File: src/rtl/jaf_pkg.sv
package jaf_pkg;

    localparam int unsigned DEFAULT_MAX_DEPTH = 255;
    localparam int unsigned COUNT_W           = 24;
    localparam int unsigned STATUS_W          = 3;
    localparam int unsigned PHASE_W           = 3;

    // Framing phases
    localparam logic [PHASE_W-1:0] PH_OPEN   = 3'd0;  // expect '['
    localparam logic [PHASE_W-1:0] PH_FIRST  = 3'd1;  // after '[': '{' or ']'
    localparam logic [PHASE_W-1:0] PH_INOBJ  = 3'd2;  // inside an object
    localparam logic [PHASE_W-1:0] PH_SEP    = 3'd3;  // after object: ',' or ']'
    localparam logic [PHASE_W-1:0] PH_NEXT   = 3'd4;  // after ',': '{'
    localparam logic [PHASE_W-1:0] PH_CLOSED = 3'd5;  // after ']': whitespace only
    localparam logic [PHASE_W-1:0] PH_FAILED = 3'd6;  // sticky error

    // Status codes
    localparam logic [STATUS_W-1:0] ST_OK         = 3'd0;
    localparam logic [STATUS_W-1:0] ST_NO_BRACKET = 3'd1;
    localparam logic [STATUS_W-1:0] ST_NO_BRACE   = 3'd2;
    localparam logic [STATUS_W-1:0] ST_EARLY_END  = 3'd3;
    localparam logic [STATUS_W-1:0] ST_TRAILING   = 3'd4;
    localparam logic [STATUS_W-1:0] ST_BAD_SEP    = 3'd5;
    localparam logic [STATUS_W-1:0] ST_TOO_DEEP   = 3'd6;

    localparam logic [7:0] CH_LBRACKET = 8'h5B;
    localparam logic [7:0] CH_RBRACKET = 8'h5D;
    localparam logic [7:0] CH_LBRACE   = 8'h7B;
    localparam logic [7:0] CH_RBRACE   = 8'h7D;
    localparam logic [7:0] CH_COMMA    = 8'h2C;
    localparam logic [7:0] CH_TAB      = 8'h09;
    localparam logic [7:0] CH_LF       = 8'h0A;
    localparam logic [7:0] CH_CR       = 8'h0D;
    localparam logic [7:0] CH_SPACE    = 8'h20;

    localparam logic [COUNT_W-1:0] COUNT_MAX = {COUNT_W{1'b1}};

    typedef struct packed {
        logic [7:0]          out_byte;
        logic                in_object;
        logic                object_end;
        logic                stream_done;
        logic [COUNT_W-1:0]  objects_seen;
        logic [STATUS_W-1:0] status;
    } result_t;

    function automatic logic is_space(input logic [7:0] c);
        return (c == CH_TAB) || (c == CH_LF) || (c == CH_CR) || (c == CH_SPACE);
    endfunction

endpackage

File: src/rtl/jaf_core.sv
module jaf_core #(
    parameter int unsigned MAX_DEPTH = jaf_pkg::DEFAULT_MAX_DEPTH
) (
    input  logic             clk,
    input  logic             rst_n,
    input  logic             accept,
    input  logic [7:0]       in_byte,
    input  logic             end_of_stream,
    output jaf_pkg::result_t result
);

    localparam int unsigned DEPTH_W = $clog2(MAX_DEPTH + 1);
    localparam logic [DEPTH_W-1:0] DEPTH_LIMIT = DEPTH_W'(MAX_DEPTH);

    logic [jaf_pkg::PHASE_W-1:0]  phase_reg,  phase_next;
    logic [DEPTH_W-1:0]           depth_reg,  depth_next;
    logic [jaf_pkg::COUNT_W-1:0]  total_reg,  total_next;
    logic [jaf_pkg::STATUS_W-1:0] error_reg,  error_next;
    logic                         inobj, oend, done, space;

    always_comb
    begin
        phase_next = phase_reg;
        depth_next = depth_reg;
        total_next = total_reg;
        error_next = error_reg;
        inobj      = 1'b0;
        oend       = 1'b0;
        done       = 1'b0;
        space      = jaf_pkg::is_space(in_byte);

        if (end_of_stream)
        begin
            unique case (phase_reg)
                jaf_pkg::PH_OPEN:
                    error_next = jaf_pkg::ST_NO_BRACKET;
                jaf_pkg::PH_FIRST, jaf_pkg::PH_NEXT:
                    error_next = jaf_pkg::ST_NO_BRACE;
                jaf_pkg::PH_INOBJ, jaf_pkg::PH_SEP:
                    error_next = jaf_pkg::ST_EARLY_END;
                jaf_pkg::PH_CLOSED:
                    done = 1'b1;
                default:
                    error_next = error_reg;
            endcase
        end
        else
        begin
            unique case (phase_reg)
                jaf_pkg::PH_OPEN:
                begin
                    if (in_byte == jaf_pkg::CH_LBRACKET)
                        phase_next = jaf_pkg::PH_FIRST;
                    else if (!space)
                    begin
                        phase_next = jaf_pkg::PH_FAILED;
                        error_next = jaf_pkg::ST_NO_BRACKET;
                    end
                end
                jaf_pkg::PH_FIRST, jaf_pkg::PH_NEXT:
                begin
                    if (in_byte == jaf_pkg::CH_LBRACE)
                    begin
                        phase_next = jaf_pkg::PH_INOBJ;
                        depth_next = DEPTH_W'(1);
                        inobj      = 1'b1;
                    end
                    else if (phase_reg == jaf_pkg::PH_FIRST &&
                             in_byte == jaf_pkg::CH_RBRACKET)
                        phase_next = jaf_pkg::PH_CLOSED;
                    else if (!space)
                    begin
                        phase_next = jaf_pkg::PH_FAILED;
                        error_next = jaf_pkg::ST_NO_BRACE;
                    end
                end
                jaf_pkg::PH_INOBJ:
                begin
                    inobj = 1'b1;
                    if (in_byte == jaf_pkg::CH_LBRACE)
                    begin
                        if (depth_reg >= DEPTH_LIMIT)
                        begin
                            // nesting limit hit: this brace is not part of the object
                            inobj      = 1'b0;
                            phase_next = jaf_pkg::PH_FAILED;
                            error_next = jaf_pkg::ST_TOO_DEEP;
                        end
                        else
                            depth_next = depth_reg + 1'b1;
                    end
                    else if (in_byte == jaf_pkg::CH_RBRACE)
                    begin
                        depth_next = depth_reg - 1'b1;
                        if (depth_reg == DEPTH_W'(1))
                        begin
                            oend       = 1'b1;
                            phase_next = jaf_pkg::PH_SEP;
                            if (total_reg != jaf_pkg::COUNT_MAX)
                                total_next = total_reg + 1'b1;
                        end
                    end
                end
                jaf_pkg::PH_SEP:
                begin
                    if (in_byte == jaf_pkg::CH_COMMA)
                        phase_next = jaf_pkg::PH_NEXT;
                    else if (in_byte == jaf_pkg::CH_RBRACKET)
                        phase_next = jaf_pkg::PH_CLOSED;
                    else if (!space)
                    begin
                        phase_next = jaf_pkg::PH_FAILED;
                        error_next = jaf_pkg::ST_BAD_SEP;
                    end
                end
                jaf_pkg::PH_CLOSED:
                begin
                    if (!space)
                    begin
                        phase_next = jaf_pkg::PH_FAILED;
                        error_next = jaf_pkg::ST_TRAILING;
                    end
                end
                default:
                    phase_next = phase_reg;
            endcase
        end

        result.out_byte     = end_of_stream ? 8'h00 : in_byte;
        result.in_object    = inobj;
        result.object_end   = oend;
        result.stream_done  = done;
        result.objects_seen = total_next;
        result.status       = error_next;
    end

    always_ff @(posedge clk or negedge rst_n)
    begin
        if (!rst_n)
        begin
            phase_reg <= jaf_pkg::PH_OPEN;
            depth_reg <= '0;
            total_reg <= '0;
            error_reg <= jaf_pkg::ST_OK;
        end
        else if (accept)
        begin
            if (end_of_stream)
            begin
                // report above, then rearm for the next stream
                phase_reg <= jaf_pkg::PH_OPEN;
                depth_reg <= '0;
                total_reg <= '0;
                error_reg <= jaf_pkg::ST_OK;
            end
            else
            begin
                phase_reg <= phase_next;
                depth_reg <= depth_next;
                total_reg <= total_next;
                error_reg <= error_next;
            end
        end
    end

    a_error_only_when_failed: assert property (@(posedge clk) disable iff (!rst_n)
        (phase_reg == jaf_pkg::PH_FAILED) == (error_reg != jaf_pkg::ST_OK))
        else $error("error code and failed phase disagree");

    a_depth_inside_object: assert property (@(posedge clk) disable iff (!rst_n)
        (phase_reg == jaf_pkg::PH_INOBJ) |-> (depth_reg != '0))
        else $error("zero brace depth inside an object");

    a_rearm_after_end: assert property (@(posedge clk) disable iff (!rst_n)
        (accept && end_of_stream) |=>
            (phase_reg == jaf_pkg::PH_OPEN && total_reg == '0))
        else $error("block not rearmed after end marker");

endmodule

File: src/rtl/json_object_array_framer.sv
// JSON array-of-objects framer.
// Input stream: one raw byte per item in s_tdata; s_tlast marks the end of a
// stream (its byte is ignored). Output stream: one result item per input item,
// with the byte passed through, object flags in m_tuser and the running object
// count and sticky status in m_tdata.
// The result is loaded into the output register when its input item is accepted.
// Throughput: one item per cycle unless the receiver stalls; every byte only
// updates the small phase, depth, count and status registers in a single pass.
// When the receiver stalls, the output register holds its item and s_tready
// drops only while that item waits; a new item is taken in the same cycle the
// held one leaves.
// Reset puts the framer in its expect-'[' phase with zero depth, count and
// status, and empties the output register. The end-of-stream item reports
// the outcome of the stream and then rearms the framer the same way.
module json_object_array_framer #(
    parameter int unsigned MAX_DEPTH = jaf_pkg::DEFAULT_MAX_DEPTH
) (
    input  logic        clk,
    input  logic        rst_n,
    input  logic        s_tvalid,
    output logic        s_tready,
    input  logic [7:0]  s_tdata,   // [7:0] in_byte
    input  logic        s_tlast,   // end_of_stream
    output logic        m_tvalid,
    input  logic        m_tready,
    output logic [39:0] m_tdata,   // [7:0] out_byte, [31:8] objects_seen, [34:32] status
    output logic [2:0]  m_tuser    // [0] in_object, [1] object_end, [2] stream_done
);

    jaf_pkg::result_t result, result_reg;
    logic             valid_reg;
    logic             accept;

    assign s_tready = !valid_reg || m_tready;
    assign accept   = s_tvalid && s_tready;

    jaf_core #(
        .MAX_DEPTH(MAX_DEPTH)
    ) u_core (
        .clk          (clk),
        .rst_n        (rst_n),
        .accept       (accept),
        .in_byte      (s_tdata),
        .end_of_stream(s_tlast),
        .result       (result)
    );

    always_ff @(posedge clk or negedge rst_n)
    begin
        if (!rst_n)
            valid_reg <= 1'b0;
        else if (s_tready)
            valid_reg <= s_tvalid;
    end

    always_ff @(posedge clk)
    begin
        if (accept)
            result_reg <= result;
    end

    assign m_tvalid = valid_reg;
    assign m_tdata  = {5'b0, result_reg.status, result_reg.objects_seen, result_reg.out_byte};
    assign m_tuser  = {result_reg.stream_done, result_reg.object_end, result_reg.in_object};

    a_end_inside_object: assert property (@(posedge clk) disable iff (!rst_n)
        m_tvalid |-> (!result_reg.object_end || result_reg.in_object))
        else $error("object end flagged outside an object");

    a_done_clean: assert property (@(posedge clk) disable iff (!rst_n)
        (m_tvalid && result_reg.stream_done) |-> (result_reg.status == jaf_pkg::ST_OK))
        else $error("stream done with error status");

    a_no_overwrite: assert property (@(posedge clk) disable iff (!rst_n)
        (m_tvalid && !m_tready) |-> !accept)
        else $error("item accepted over a held result");

endmodule

File: config.mk
export PLATFORM = sky130hd
export DESIGN_NAME = json_object_array_framer
export DESIGN_NICKNAME = d
export VERILOG_FILES = /design/src/rtl/jaf_pkg.sv /design/src/rtl/jaf_core.sv /design/src/rtl/json_object_array_framer.sv
export SDC_FILE = /design/constraint.sdc
export NUM_CORES = 1
export LEC_CHECK = 0
export BUFFER_PORTS_ARGS = -buffer_cell sky130_fd_sc_hd__clkbuf_2
export CAP_MARGIN = 10
export CORE_ASPECT_RATIO = 0.8
export CORE_MARGIN = 8
export CORE_UTILIZATION = 50
export CTS_BUF_LIST = sky130_fd_sc_hd__clkbuf_2 sky130_fd_sc_hd__clkbuf_4 sky130_fd_sc_hd__clkbuf_8
export DETAILED_ROUTE_END_ITERATION = 8
export PLACE_DENSITY = 0.77
export SYNTH_ARGS = -nofsm -noshare
export SYNTH_HDL_FRONTEND = slang
export SYNTH_HIERARCHICAL = 1
export SYNTH_SLANG_ARGS = --single-unit
File: constraint.sdc
create_clock -name clk -period 4.06 [get_ports clk]
set_clock_uncertainty 0.05 [all_clocks]
set_input_delay 1.015 -clock clk [delete_from_list [all_inputs] [get_ports clk]]
set_output_delay 1.015 -clock clk [all_outputs]
set_load 0.05 [all_outputs]
==> After elaboration in Yosys (flattened, before gate mapping) <==
Index checks and enable logic that the tools add are counted.
{ "op_classes": {"reduce_logical": 15, "magnitude_cmp": 1, "n_mux": 46, "addsub": 3, "n_bitwise": 2, "eq_ne": 21} }
{ "ops": {"columns": ["operator", "count"], "rows": [
  ["$mux W24", 7],
  ["$mux W3", 24],
  ["$mux W8", 5],
  ["$eq A8 B7 Y1 const B", 4],
  ["$pmux W3 S5", 2],
  ["$add A24 B1 Y24 const B", 1],
  ["$eq A8 B4 Y1 const B", 3],
  ["$ne A24 B24 Y1 const B", 1],
  ["$eq A8 B6 Y1 const B", 2],
  ["$pmux W8 S2", 1],
  ["$reduce_and A5 Y1", 2],
  ["$pmux W3 S3", 1],
  ["$add A8 B1 Y8 const B", 1],
  ["$eq A8 B1 Y1 const B", 1],
  ["$ge A8 B8 Y1 const B", 1],
  ["$ne A4 B2 Y1 const B", 2],
  ["$ne A4 B4 Y1 const B", 2],
  ["$sub A8 B1 Y8 const B", 1],
  ["$eq A3 B2 Y1 const B", 2],
  ["$eq A3 B3 Y1 const B", 2],
  ["$reduce_bool A6 Y1", 1],
  ["$mux W1", 5],
  ["$logic_or A1 B1 Y1", 4],
  ["$reduce_or A2 Y1", 2],
  ["9 further kinds", 11]
]} }
{ "totals": {"register_bits": 77, "output_inout_bits": 45, "in_bits": 13, "word_cells": 99} }

==> Longest topological paths before layout <==
Gate-level depths: netlist of run 1.
{ "depth": {"word_depth": 10, "mapped_depth": 10, "mapped_depth_nobuf": 9} }

==> By module <==
The synthesis of run 1 kept the hierarchy.
{ "by_module_without_submodules": {"columns": ["mod", "cells_per_inst", "instances", "area_each_um2", "seq_area_each_um2"], "rows": [
  ["jaf_core", 440, 1, 3465.8, 950.9],
  ["json_object_array_framer", 48, 1, 1236.2, 1166.1]
]} }

==> Worst setup path after synthesis of run 1 <==
Ideal clock, no wire load.
{ "synth_timing": {"kind": "input-to-reg", "startpoint": "input port s_tdata[1]", "endpoint": "register u_core/total_reg[21] in the netlist's numbering", "path_buffers": 1, "setup_ns": 0.087, "cell_stages": 7, "required_ns": 3.923, "setup_slack_ns": 0.968, "arrival_time_ns": 2.956, "cell_sequence": "and2b_1 -> nand4_2 -> or4_4 -> or3_1 -> buf_2 -> or4_1 -> o211ai_1"} }
{ "synth_between": {"elab_chain_cells": 6, "word_cells_on_any_way": 7, "classes_between": "eq/ne (2); mux (5)"} }
{ "synth_rtl": {"columns": ["element", "line_no", "source"], "rows": [
  ["start: declaration", "json_object_array_framer.sv:22", "input logic [7:0] s_tdata,"],
  ["$eq A8 B7 Y1", "jaf_core.sv:92", "else if (in_byte == jaf_pkg::CH_RBRACE)"],
  ["$mux W24", "jaf_core.sv:92", null],
  ["$mux W24 (*)", "jaf_core.sv:80", "if (in_byte == jaf_pkg::CH_LBRACE)"],
  ["$mux W24 (*)", "jaf_core.sv:49", "unique case (phase_reg)"],
  ["$mux W24 (*)", "jaf_core.sv:32", "if (end_of_stream)"],
  ["$mux W24 (*)", "jaf_core.sv:148", "if (end_of_stream)"],
  ["end signal: assignment", "jaf_core.sv:160", "total_reg <= total_next;"],
  ["end: declaration", "jaf_core.sv:17", "logic [jaf_pkg::COUNT_W-1:0] total_reg, total_next;"]
]} }
Mark *: on every way between the ends. The rest lies on a longest branch, timed or not.
A chain may end at the register's enable or synchronous reset.

==> Worst setup path in the final report of run 1 <==
{ "layout_timing": {"startpoint": "register u_core/phase_reg[1] in the netlist's numbering", "endpoint": "register u_core/total_reg[21] in the netlist's numbering"} }
{ "layout_between": {"elab_chain_cells": 4} }
{ "layout_rtl": {"columns": ["element", "line_no", "source"], "rows": [
  ["start: declaration", "jaf_core.sv:15", "logic [jaf_pkg::PHASE_W-1:0] phase_reg, phase_next;"],
  ["start signal: assignment", "jaf_core.sv:141", "phase_reg <= jaf_pkg::PH_OPEN;"],
  ["start signal: assignment", "jaf_core.sv:151", "phase_reg <= jaf_pkg::PH_OPEN;"],
  ["start signal: assignment", "jaf_core.sv:158", "phase_reg <= phase_next;"],
  ["$eq A3 B2 Y1", "jaf_core.sv:49", null],
  ["$mux W24", "jaf_core.sv:49", null],
  ["$mux W24", "jaf_core.sv:32", null],
  ["$mux W24", "jaf_core.sv:148", null]
]} }
No other way between the ends.

==> qor.csv, run 1 <==
stage,metric,value,unit
outcome,status,completed,
cts,cts repair resizes,0,
die,io pins,58,
power_and_ir_drop,LEAKAGE,2.04,nW
synthesis,syn_area_per_cell,9.64,sq um
sta,Max Slew Vio Count,0,
synthesis,Synth Area in Simple Gates,24.8,%
grt,gr usage total,17.7,%
worst_hold_path,worst hold path depth,2,
worst_setup_path,Worst Setup End Kind,flip-flop,
worst_setup_path,CP Launch Type,flip-flop,
die,die footprint,0.0128,sq mm
sta,worst slew pin tran,1.04,ns
synthesis,Adder-Cell Fraction of Synth Area,1.06,%
layout,nets,539,
route,total iterations of the first detailed-routing run,5,
layout,ANT cells,0,
worst_setup_path,cell family with most CP delay,simple AND/OR/NAND/NOR gates,
sta,Final Hold Fails,0,
power_and_ir_drop,combinational share of power,32.4,%
synthesis,"Top FF cell, synth",dfrtp_1,
power_and_ir_drop,Internal,1.61,mW
sta,Final setup viols,0,
placement,Buffers on Ports,52,
sta,setup repair after global routing missed its margin,false,
power_and_ir_drop,PwrDens,503,mW/mm^2
route,vias per cell,6.08,
die,height of the die,103,um
power_and_ir_drop,sequential cell fraction of total power,44.6,%
synthesis,Netlist cell types,73,
cts,Sink Count,77,
route,per-cell routed wire length,17.4,um
worst_setup_path,R2R depth,6,
cts,CTS Buffer Depth,2,
die,Die X-Extent,124,um
worst_setup_path,Reg2Reg Setup Slack,0.92,ns
worst_setup_path,FF-to-FF End,u_core/total_reg[21],
worst_setup_path,Critical-path top delay cell,dfrtp_1,
sta,Max Freq,319,MHz
worst_setup_path,crit-path cells,"nor3b_2, nand3_2, or4_4, or3_1, or4_1, o211ai_1",
synthesis,sequential area share after synthesis,45.0,%
cts,CTS HTree Levels,3,
route,Post-route DRC,0,
cts,"Setup Fix Bufs, Post-CTS",0,
worst_hold_path,HP Class,flip-flop to flip-flop,
cts,CTS root buf,clkbuf_8,
placement,post-place setup slack,0.612,ns
layout,share of cells above drive strength 1,16.7,%
synthesis,number of synthesized register bits,77,
synthesis,Post-synth ARST share,50.6,%
route,Final ANT Viol Nets,0,
synthesis,Synth Area in XOR/XNOR,4.66,%
synthesis,post-synthesis compound-gate area fraction,16.2,%
sta,slew margin rel.,30.4,%
route,via count,3904,
sta,PnR worst setup slack,0.921,ns
power_and_ir_drop,net switching power figure,1.01,mW
die,num rows,31,
layout,Syn-to-layout area delta,10.6,%
synthesis,yosys warns,6,
worst_setup_path,R2R Path Start,u_core/phase_reg[1],
die,initial core utilization,51.6,%
grt,vias in the first global route,3699,
worst_setup_path,Required @ worst endpoint,4.29,ns
power_and_ir_drop,Clock Power Share,23.0,%
sta,Final min period,3.14,ns
synthesis,main combinational cell family by area after synthesis,simple AND/OR/NAND/NOR gates,
run,number of max-cap violations,0,
synthesis,Post-synth EDFFs,38,
sta,Fin Setup TNS,0,ns
worst_setup_path,worst-path maximum fanout,23,
die,core area,0.00911,sq mm
power_and_ir_drop,Peak VDD IR,278,uV
sta,Final Cycle Share,77.3,%
cts,clk_lat worst skew,0.36,ns
placement,GPL Wtd Cong,0.888,
placement,detailed placement HPWL,7.71,mm
cts,hold_buf cts,0,
synthesis,mapped cell area,0.00470,sq mm
route,Post-Route WL,11.2,mm
worst_setup_path,buffers and inverters on the worst path,0,
grt,initial antenna violation count,0,
cts,total CTS buffers,9,
worst_hold_path,Hold Path Sink,u_core/error_reg[0],
power_and_ir_drop,Tot Pwr,2.61,mW
worst_hold_path,HP Start,u_core/error_reg[0],
synthesis,Mapped Cells,488,
worst_setup_path,Worst Setup Path Type,flip-flop to flip-flop,
cts,CTS tree,built,
grt,global-route wire length before repair,18.6,mm
sta,hold_ws,0.503,ns
layout,Largest register FFs,35,
grt,grt ovf,0,
worst_setup_path,CP peak stage delay,0.82,ns
cts,"Reg clk slew, reported paths",0.08,ns
grt,pin count of the biggest net entering global routing,54,
worst_setup_path,Critical Path AT,3.36,ns
route,DRT iter0 DRCs,236,
power_and_ir_drop,switch share,38.6,%
synthesis,multiplexer area fraction after synthesis,2.16,%
==> kinds of logic after synthesis <==
kind of cell               count (synthesis)
and+or+nand+nor                          195
AOI/OAI and AO/OA                        111
buffers and inverters                     65
adders and majority gates                  4
muxes                                     10
DFF                                       77
other                                      1
xor gates and xnor gates                  25
==> synth_stat cells, types with 11 or more instances <==
| library cell | number | area, sq um |
|---|---|---|
| edfxtp_1 | 38 | 1140 |
| nand3_1 | 15 | 75.1 |
| nor3_1 | 18 | 90.1 |
| o21ai_0 | 19 | 95.1 |
| or3_1 | 11 | 68.8 |
| inv_1 | 25 | 93.8 |
| a21oi_1 | 20 | 100 |
| nand2b_1 | 13 | 81.3 |
| xnor2_1 | 21 | 184 |
| nand4_1 | 13 | 81.3 |
| o22ai_1 | 14 | 87.6 |
| dfrtp_1 | 39 | 976 |
| nor2_1 | 18 | 67.6 |
| nor2b_1 | 22 | 138 |
| nand2_1 | 31 | 116 |
| clkbuf_1 | 24 | 90.1 |
==> metal layers <==
layer	vias up	track usage [%]	part of all wire (%)	wire length, um
met2	120	27.5	45	5040
met3	8	4.83	6.3	709
li1	1880	-	-	-
met1	1896	23.8	48	5350
met5	-	0	0	0
met4	0	5.26	0.76	85
==> power by group through the flow <==
stage / Combinational [mW] / Clock (mW) / Sequential, mW
after floorplan: 0.591 / 0 / 1.22
after global placement: 0.817 / 0 / 1.16
after detailed placement: 0.839 / 0 / 1.17
after CTS: 0.843 / 0.621 / 1.16
after global routing: 0.931 / 0.646 / 1.19
final: 0.848 / 0.601 / 1.17
==> cell usage in the layout (no fill, tap or decap), types with 4 or more instances in the layout <==
master and n:
a21boi_0 6, a21o_1 4, a21oi_1 20, a311o_1 4, and3_1 9, and4_1 4, buf_4 5, clkbuf_2 52
clkbuf_8 11, conb_1 5, dfrtp_1 39, edfxtp_1 38, ha_1 4, inv_1 25, mux2i_1 9, nand2_1 31
nand2b_1 13, nand3_1 15, nand4_1 13, nor2_1 18, nor2b_1 22, nor3_1 18, nor4_1 9, o211ai_1 6
o21ai_0 19, o221ai_1 5, o22ai_1 14, o311ai_0 4, o31ai_1 4, or3_1 11, or4_1 4, xnor2_1 21
xor2_1 4
==> worst max path at each step <==
| stage | slack, ns | start | end | cells past startpoint |
|---|---|---|---|---|
| floorplan | 0.97 | s_tdata[1] | u_core/total_reg[21] | 7 |
| global placement | 0.70 | s_tdata[1] | u_core/total_reg[21] | 7 |
| detailed placement | 0.61 | s_tdata[1] | u_core/total_reg[21] | 7 |
| CTS | 0.97 | u_core/phase_reg[1] | u_core/total_reg[21] | 6 |
| global route | 0.75 | u_core/phase_reg[1] | u_core/total_reg[21] | 6 |
| finish | 0.92 | u_core/phase_reg[1] | u_core/total_reg[21] | 6 |
==> worst register-to-register path, cell delays in order, from the launching register on <==
cell,delay [ns]
dfrtp_1,0.82
nor3b_2,0.39
nand3_2,0.13
or4_4,0.59
or3_1,0.50
or4_1,0.50
o211ai_1,0.09
==> cell type report <==
| type | instances | area [sq um] |
|---|---|---|
| fill | 808 | 3920 |
| sequential | 77 | 2120 |
| tap | 115 | 144 |
| timing repair buffer | 58 | 318 |
| clock inverter | 4 | 46.3 |
| clock buffer | 12 | 159 |
| inverter | 26 | 97.6 |
| multi-input combinational | 350 | 2320 |
==> stage by stage <==
stage / instances / utilization [%] / area, sq um
3_5_place_dp: 626 / 54.8 / 4990
2_1_floorplan: 492 / - / 4720
3_3_place_gp: 626 / 54.8 / 4990
4_1_cts: 642 / 57.0 / 5200
5_1_grt: 642 / 57.0 / 5200
6_report: 642 / 57.0 / 5200
No activity file was read; power rests on OpenSTA's default activity.
==> inputs of run 2 (changes only) <==
Settings changed: ABC_AREA from default to 1, PLACE_DENSITY 0.77 to 0.8.
Clock period 4.06 ns to 2.55 ns, I/O delays scaled along.
==> qor.csv, run 2 <==
stage,metric,value,unit
cts,hold_buf cts,0,
cts,CTS Buffer Depth,2,
layout,fin util,58.1,%
sta,Final Cycle Share,82.6,%
sta,Max Slew Vio Count,0,
layout,Largest register FFs,35,
die,die footprint,0.0127,sq mm
layout,nets,664,
power_and_ir_drop,net switching power figure,1.47,mW
power_and_ir_drop,Internal,2.28,mW
synthesis,synth top area cells,"edfxtp_1 25%, dfrtp_1 21%, nand2_1 16%, inv_1 5.2%, nor2_1 4.1%",
cts,"Reg clk slew, reported paths",0.09,ns
synthesis,"count leader, synth",nand2_1,
synthesis,"area leader, netlist",edfxtp_1,
synthesis,Netlist cell types,42,
cts,CTS tree,built,
cts,CTS HTree Levels,3,
layout,most frequent cells in the layout,"194 x nand2_1, 64 x inv_1, 52 x clkbuf_2",
sta,hold_ws,0.289,ns
die,height of the die,102,um
worst_setup_path,CP Launch Type,flip-flop,
placement,GPL Wtd Cong,0.913,
placement,detailed placement HPWL,8.11,mm
die,initial core utilization,51.4,%
worst_setup_path,Worst Setup End Kind,flip-flop,
synthesis,Post-synth ARST share,50.6,%
synthesis,Post-synth EDFFs,38,
cts,Sink Count,77,
sta,setup repair after global routing missed its margin,false,
power_and_ir_drop,combinational share of power,34.1,%
grt,global-route wire length before repair,17.8,mm
power_and_ir_drop,PwrDens,715,mW/mm^2
placement,post-place setup slack,0.180,ns
route,Post-route DRC,0,
outcome,status,completed,
sta,Max Freq,475,MHz
route,Post-Route WL,10.9,mm
layout,"most common cell after layout, fill and taps aside",nand2_1,
sta,Final min period,2.11,ns
cts,clk_lat worst skew,0.35,ns
worst_setup_path,Critical Path AT,2.17,ns
synthesis,number of synthesized register bits,77,
synthesis,yosys warns,6,
sta,worst slew pin tran,0.526,ns
route,Final ANT Viol Nets,0,
die,core area,0.00904,sq mm
route,per-cell routed wire length,14.3,um
die,Die X-Extent,124,um
route,DRT iter0 DRCs,315,
synthesis,sequential area share after synthesis,45.5,%
cts,"Setup Fix Bufs, Post-CTS",0,
cts,total CTS buffers,9,
route,vias per cell,5.20,
grt,vias in the first global route,3769,
grt,grt ovf,0,
cts,CTS root buf,clkbuf_8,
power_and_ir_drop,Clock Power Share,24.7,%
run,number of max-cap violations,0,
synthesis,"Top FF cell, synth",dfrtp_1,
worst_setup_path,worst-path maximum fanout,9,
synthesis,Commonest cells post-synth,"194 x nand2_1, 64 x inv_1, 51 x nor2_1",
synthesis,mapped cell area,0.00465,sq mm
worst_hold_path,HP Class,input port to asynchronous set/reset pin,
grt,initial antenna violation count,0,
die,num rows,31,
power_and_ir_drop,switch share,39.2,%
layout,Syn-to-layout area delta,12.9,%
sta,slew margin rel.,65.0,%
placement,Buffers on Ports,52,
power_and_ir_drop,LEAKAGE,2.59,nW
worst_setup_path,Worst Setup Path Type,flip-flop to flip-flop,
sta,Final setup viols,0,
power_and_ir_drop,Peak VDD IR,418,uV
power_and_ir_drop,sequential cell fraction of total power,41.2,%
grt,gr usage total,17.6,%
cts,cts repair resizes,0,
layout,share of cells above drive strength 1,19.3,%
synthesis,Mapped Cells,588,
sta,Fin Setup TNS,0,ns
synthesis,Synth top area share,24.5,%
sta,PnR worst setup slack,0.443,ns
die,io pins,58,
layout,ANT cells,0,
synthesis,syn_area_per_cell,7.91,sq um
grt,pin count of the biggest net entering global routing,40,
route,via count,3991,
route,total iterations of the first detailed-routing run,6,
sta,Final Hold Fails,0,
worst_setup_path,Required @ worst endpoint,2.61,ns
-- run 2: cell type report --
type                       count  area (sq um)
multi-input combinational    423          2170
clock inverter                 7          72.6
tap                          115           144
timing repair buffer          62           335
sequential                    77          2120
clock buffer                   9           124
fill                         792          3790
inverter                      74           282
-- run 2: worst paths after layout --
| kind | startpoint | to | slack, ns | depth (start not counted) |
|---|---|---|---|---|
| worst max-delay path | u_core/depth_reg[1] | m_tdata[20] | 0.44 | 10 |
| worst min-delay path | rst_n | u_core/total_reg[8] | 0.29 | 2 |
| worst max register to register | u_core/depth_reg[1] | m_tdata[20] | 0.44 | 10 |
| worst min register to register | u_core/error_reg[0] | u_core/error_reg[0] | 0.47 | 2 |
| max in group asynchronous | rst_n | u_core/depth_reg[2] | 1.79 | 2 |
| min in group clk | u_core/error_reg[0] | u_core/error_reg[0] | 0.47 | 2 |
-- run 2: power groups by stage --
| stage | Combinational (mW) | Sequential (mW) | Clock (mW) |
|---|---|---|---|
| after floorplan | 0.894 | 1.66 | 0 |
| after detailed placement | 1.27 | 1.57 | 0 |
| final | 1.28 | 1.55 | 0.927 |
| after CTS | 1.27 | 1.54 | 0.955 |
| after global routing | 1.42 | 1.56 | 1.01 |
| after global placement | 1.25 | 1.56 | 0 |
-- run 2: routing by layer --
| layer | wire (um) | share of wire, % | track usage, % | vias to the layer above |
|---|---|---|---|---|
| li1 | - | - | - | 1973 |
| met1 | 5020 | 46 | 23.5 | 1859 |
| met2 | 5020 | 46 | 28.2 | 140 |
| met3 | 694 | 6.3 | 3.31 | 19 |
| met4 | 194 | 1.8 | 5.72 | 0 |
| met5 | 0 | 0 | 0 | - |
-- run 2: worst max-delay path, cell delays in order (launching register included) --
cell     delay, ns
dfrtp_1       0.40
inv_1         0.12
ha_1          0.17
nand3_1       0.10
nor2_1        0.19
nand2_2       0.14
nor2_8        0.13
nand2_4       0.11
nor2_8        0.16
nand3_1       0.12
and2_1        0.17
-- run 2: metrics by stage --
step	area (sq um)	power [mW]	cells
after floorplan	4680	2.56	592
after global placement	5050	2.82	751
after detailed placement	5050	2.84	751
after CTS	5250	3.77	767
after global routing	5250	3.99	767
final	5250	3.75	767
-- run 2: kinds of logic after synthesis --
group	after synthesis	synth area share, %
other	1	0.0807
adders and majority gates	4	1.08
AOI/OAI and AO/OA	42	4.90
DFF	77	45.5
and+or+nand+nor	350	35.0
xor gates and xnor gates	22	5.11
buffers and inverters	92	8.26
==> inputs of run 3 (changes only) <==
Settings changed: ABC_AREA 1 to 0.
Clock period 2.55 ns to 1.8 ns, I/O delays scaled along.
==> qor.csv, run 3 (synthesis gave the netlist of run 1 again) <==
stage,metric,value,unit
power_and_ir_drop,Tot Pwr,8.22,mW
worst_hold_path,Hold Path Sink,m_tvalid,
worst_setup_path,Required @ worst endpoint,2.06,ns
sta,worst slew pin tran,0.630,ns
placement,detailed placement HPWL,9.62,mm
grt,grt ovf,0,
layout,most frequent cells in the layout,"131 x buf_4, 52 x clkbuf_2, 39 x buf_6",
run,number of max-cap violations,0,
placement,Buffers on Ports,52,
sta,Max Freq,357,MHz
power_and_ir_drop,LEAKAGE,3.18,nW
die,core area,0.00911,sq mm
worst_setup_path,worst-path maximum fanout,4,
route,total iterations of the first detailed-routing run,6,
die,height of the die,103,um
cts,"Reg clk slew, reported paths",0.09,ns
layout,"most common cell after layout, fill and taps aside",buf_4,
outcome,failing checks,setup timing,
route,vias per cell,6.93,
worst_setup_path,buffers and inverters on the worst path,3,
route,per-cell routed wire length,26.3,um
cts,Sink Count,77,
sta,slew margin rel.,58.0,%
cts,CTS root buf,clkbuf_8,
route,Final ANT Viol Nets,0,
sta,Final Hold Fails,0,
worst_setup_path,R2R Path Start,u_core/total_reg[9],
grt,global-route wire length before repair,26.2,mm
power_and_ir_drop,net switching power figure,3.32,mW
die,io pins,58,
die,Die X-Extent,124,um
power_and_ir_drop,Internal,4.90,mW
power_and_ir_drop,switch share,40.4,%
route,Post-Route WL,21.3,mm
die,num rows,31,
worst_setup_path,Critical Path AT,3.06,ns
worst_hold_path,HP Start,s_tvalid,
cts,CTS HTree Levels,3,
worst_hold_path,worst hold path depth,2,
power_and_ir_drop,sequential cell fraction of total power,30.1,%
power_and_ir_drop,PwrDens,1080,mW/mm^2
sta,Final Cycle Share,155,%
worst_setup_path,Worst Setup End Kind,flip-flop,
cts,CTS Buffer Depth,2,
layout,Syn-to-layout area delta,61.1,%
grt,pin count of the biggest net entering global routing,40,
cts,CTS tree,built,
worst_setup_path,crit-path cells,"nand3_1, or3_4, or4_4, buf_4, buf_6, nand2b_4, buf_6, nor4_4, a211o_1",
worst_setup_path,CP peak stage delay,0.53,ns
worst_setup_path,Critical-path top delay cell,or4_4,
power_and_ir_drop,Peak VDD IR,996,uV
power_and_ir_drop,combinational share of power,50.2,%
worst_setup_path,CP Launch Type,flip-flop,
worst_setup_path,"most used cell, CP",buf_6,
sta,Final min period,2.80,ns
layout,Largest register FFs,35,
sta,setup repair after global routing missed its margin,true,
power_and_ir_drop,Clock Power Share,19.6,%
route,via count,5626,
sta,Max Slew Vio Count,0,
outcome,status,finished with violations,
worst_hold_path,HP Class,input port to flip-flop,
layout,share of cells above drive strength 1,52.8,%
grt,initial antenna violation count,0,
layout,nets,709,
route,DRT iter0 DRCs,775,
worst_setup_path,R2R depth,9,
grt,vias in the first global route,5115,
layout,ANT cells,0,
placement,GPL Wtd Cong,0.919,
grt,gr usage total,25.3,%
die,initial core utilization,51.6,%
worst_setup_path,FF-to-FF End,u_core/total_reg[15],
placement,placed cell count,746,
worst_setup_path,cell family with most CP delay,simple AND/OR/NAND/NOR gates,
layout,fin util,83.1,%
route,Post-route DRC,0,
worst_setup_path,Reg2Reg Setup Slack,-1.0,ns
sta,PnR worst setup slack,-0.998,ns
sta,Final setup viols,67,
worst_setup_path,Worst Setup Path Type,flip-flop to flip-flop,
layout,"non-filler cells, final",812,
cts,total CTS buffers,9,
cts,clk_lat worst skew,0.37,ns
die,die footprint,0.0128,sq mm
==> run 3: what timing repair did <==
item	4_1_cts	5_1_grt
endpoints found under the setup margin	66	67
endpoints found under the hold margin	14	0
cloned	3	0
setup buffers	26	28
pin swaps	45	48
gates resized for setup	106	86
hold buffers	1	0
==> run 3: area by class of cell <==
| cell class | instances | area [sq um] |
|---|---|---|
| Clock buffer | 9 | 124 |
| Clock inverter | 7 | 114 |
| Fill cell | 436 | 1540 |
| Inverter | 26 | 110 |
| Multi-Input combinational cell | 350 | 3180 |
| Sequential cell | 77 | 2120 |
| Tap cell | 115 | 144 |
| Timing Repair Buffer | 228 | 1790 |
==> run 3: worst reg2reg max path: cells and delay by family, from the launching register on <==
| family | cells | cell delay [ns] |
|---|---|---|
| AOI/OAI and AO/OA | 1 | 0.17 |
| buffers and inverters | 3 | 0.43 |
| DFF | 1 | 0.40 |
| and+or+nand+nor | 5 | 1.69 |
==> run 3: how the worst max path moves through the flow <==
stage                         from              endpoint  slack (ns)  cells past startpoint
2_1_floorplan  u_core/total_reg[5]  u_core/total_reg[21]       -0.74                      7
3_3_place_gp            s_tdata[7]  u_core/total_reg[12]       -0.75                      9
3_5_place_dp               s_tlast   u_core/total_reg[5]       -0.79                      7
4_1_cts        u_core/total_reg[4]  u_core/total_reg[21]       -0.67                      6
5_1_grt        u_core/total_reg[0]  u_core/total_reg[15]       -1.17                     10
6_report       u_core/total_reg[9]  u_core/total_reg[15]        -1.0                      9
==> run 3: power by group through the flow <==
stage	Combinational (mW)	Sequential (mW)	Clock, mW
2_1_floorplan	1.46	2.75	0
3_3_place_gp	2.70	2.41	0
3_5_place_dp	2.76	2.42	0
4_1_cts	3.31	2.41	1.59
5_1_grt	4.27	2.48	1.69
6_report	4.13	2.48	1.61
==> run 3: stage by stage <==
stage          TNS (ns)  worst slack (ns)  hold slack (ns)  cell area (sq um)
2_1_floorplan    -26.13            -0.744            0.104               5000
3_3_place_gp     -37.33            -0.746            0.354               6060
3_5_place_dp     -39.91            -0.789            0.355               6060
4_1_cts          -25.69            -0.671            0.231               7020
5_1_grt          -44.59             -1.17            0.255               7580
6_report         -40.76            -0.998            0.239               7580
==> run 3: per-layer routing <==
| metal | GRT usage (%) | vias to the layer above | part of all wire (%) |
|---|---|---|---|
| met5 | 0 | - | 0 |
| met4 | 13.6 | 0 | 7.8 |
| met3 | 6.78 | 182 | 13 |
| met2 | 42.6 | 592 | 44 |
| met1 | 29.6 | 2637 | 35 |
| li1 | - | 2215 | - |
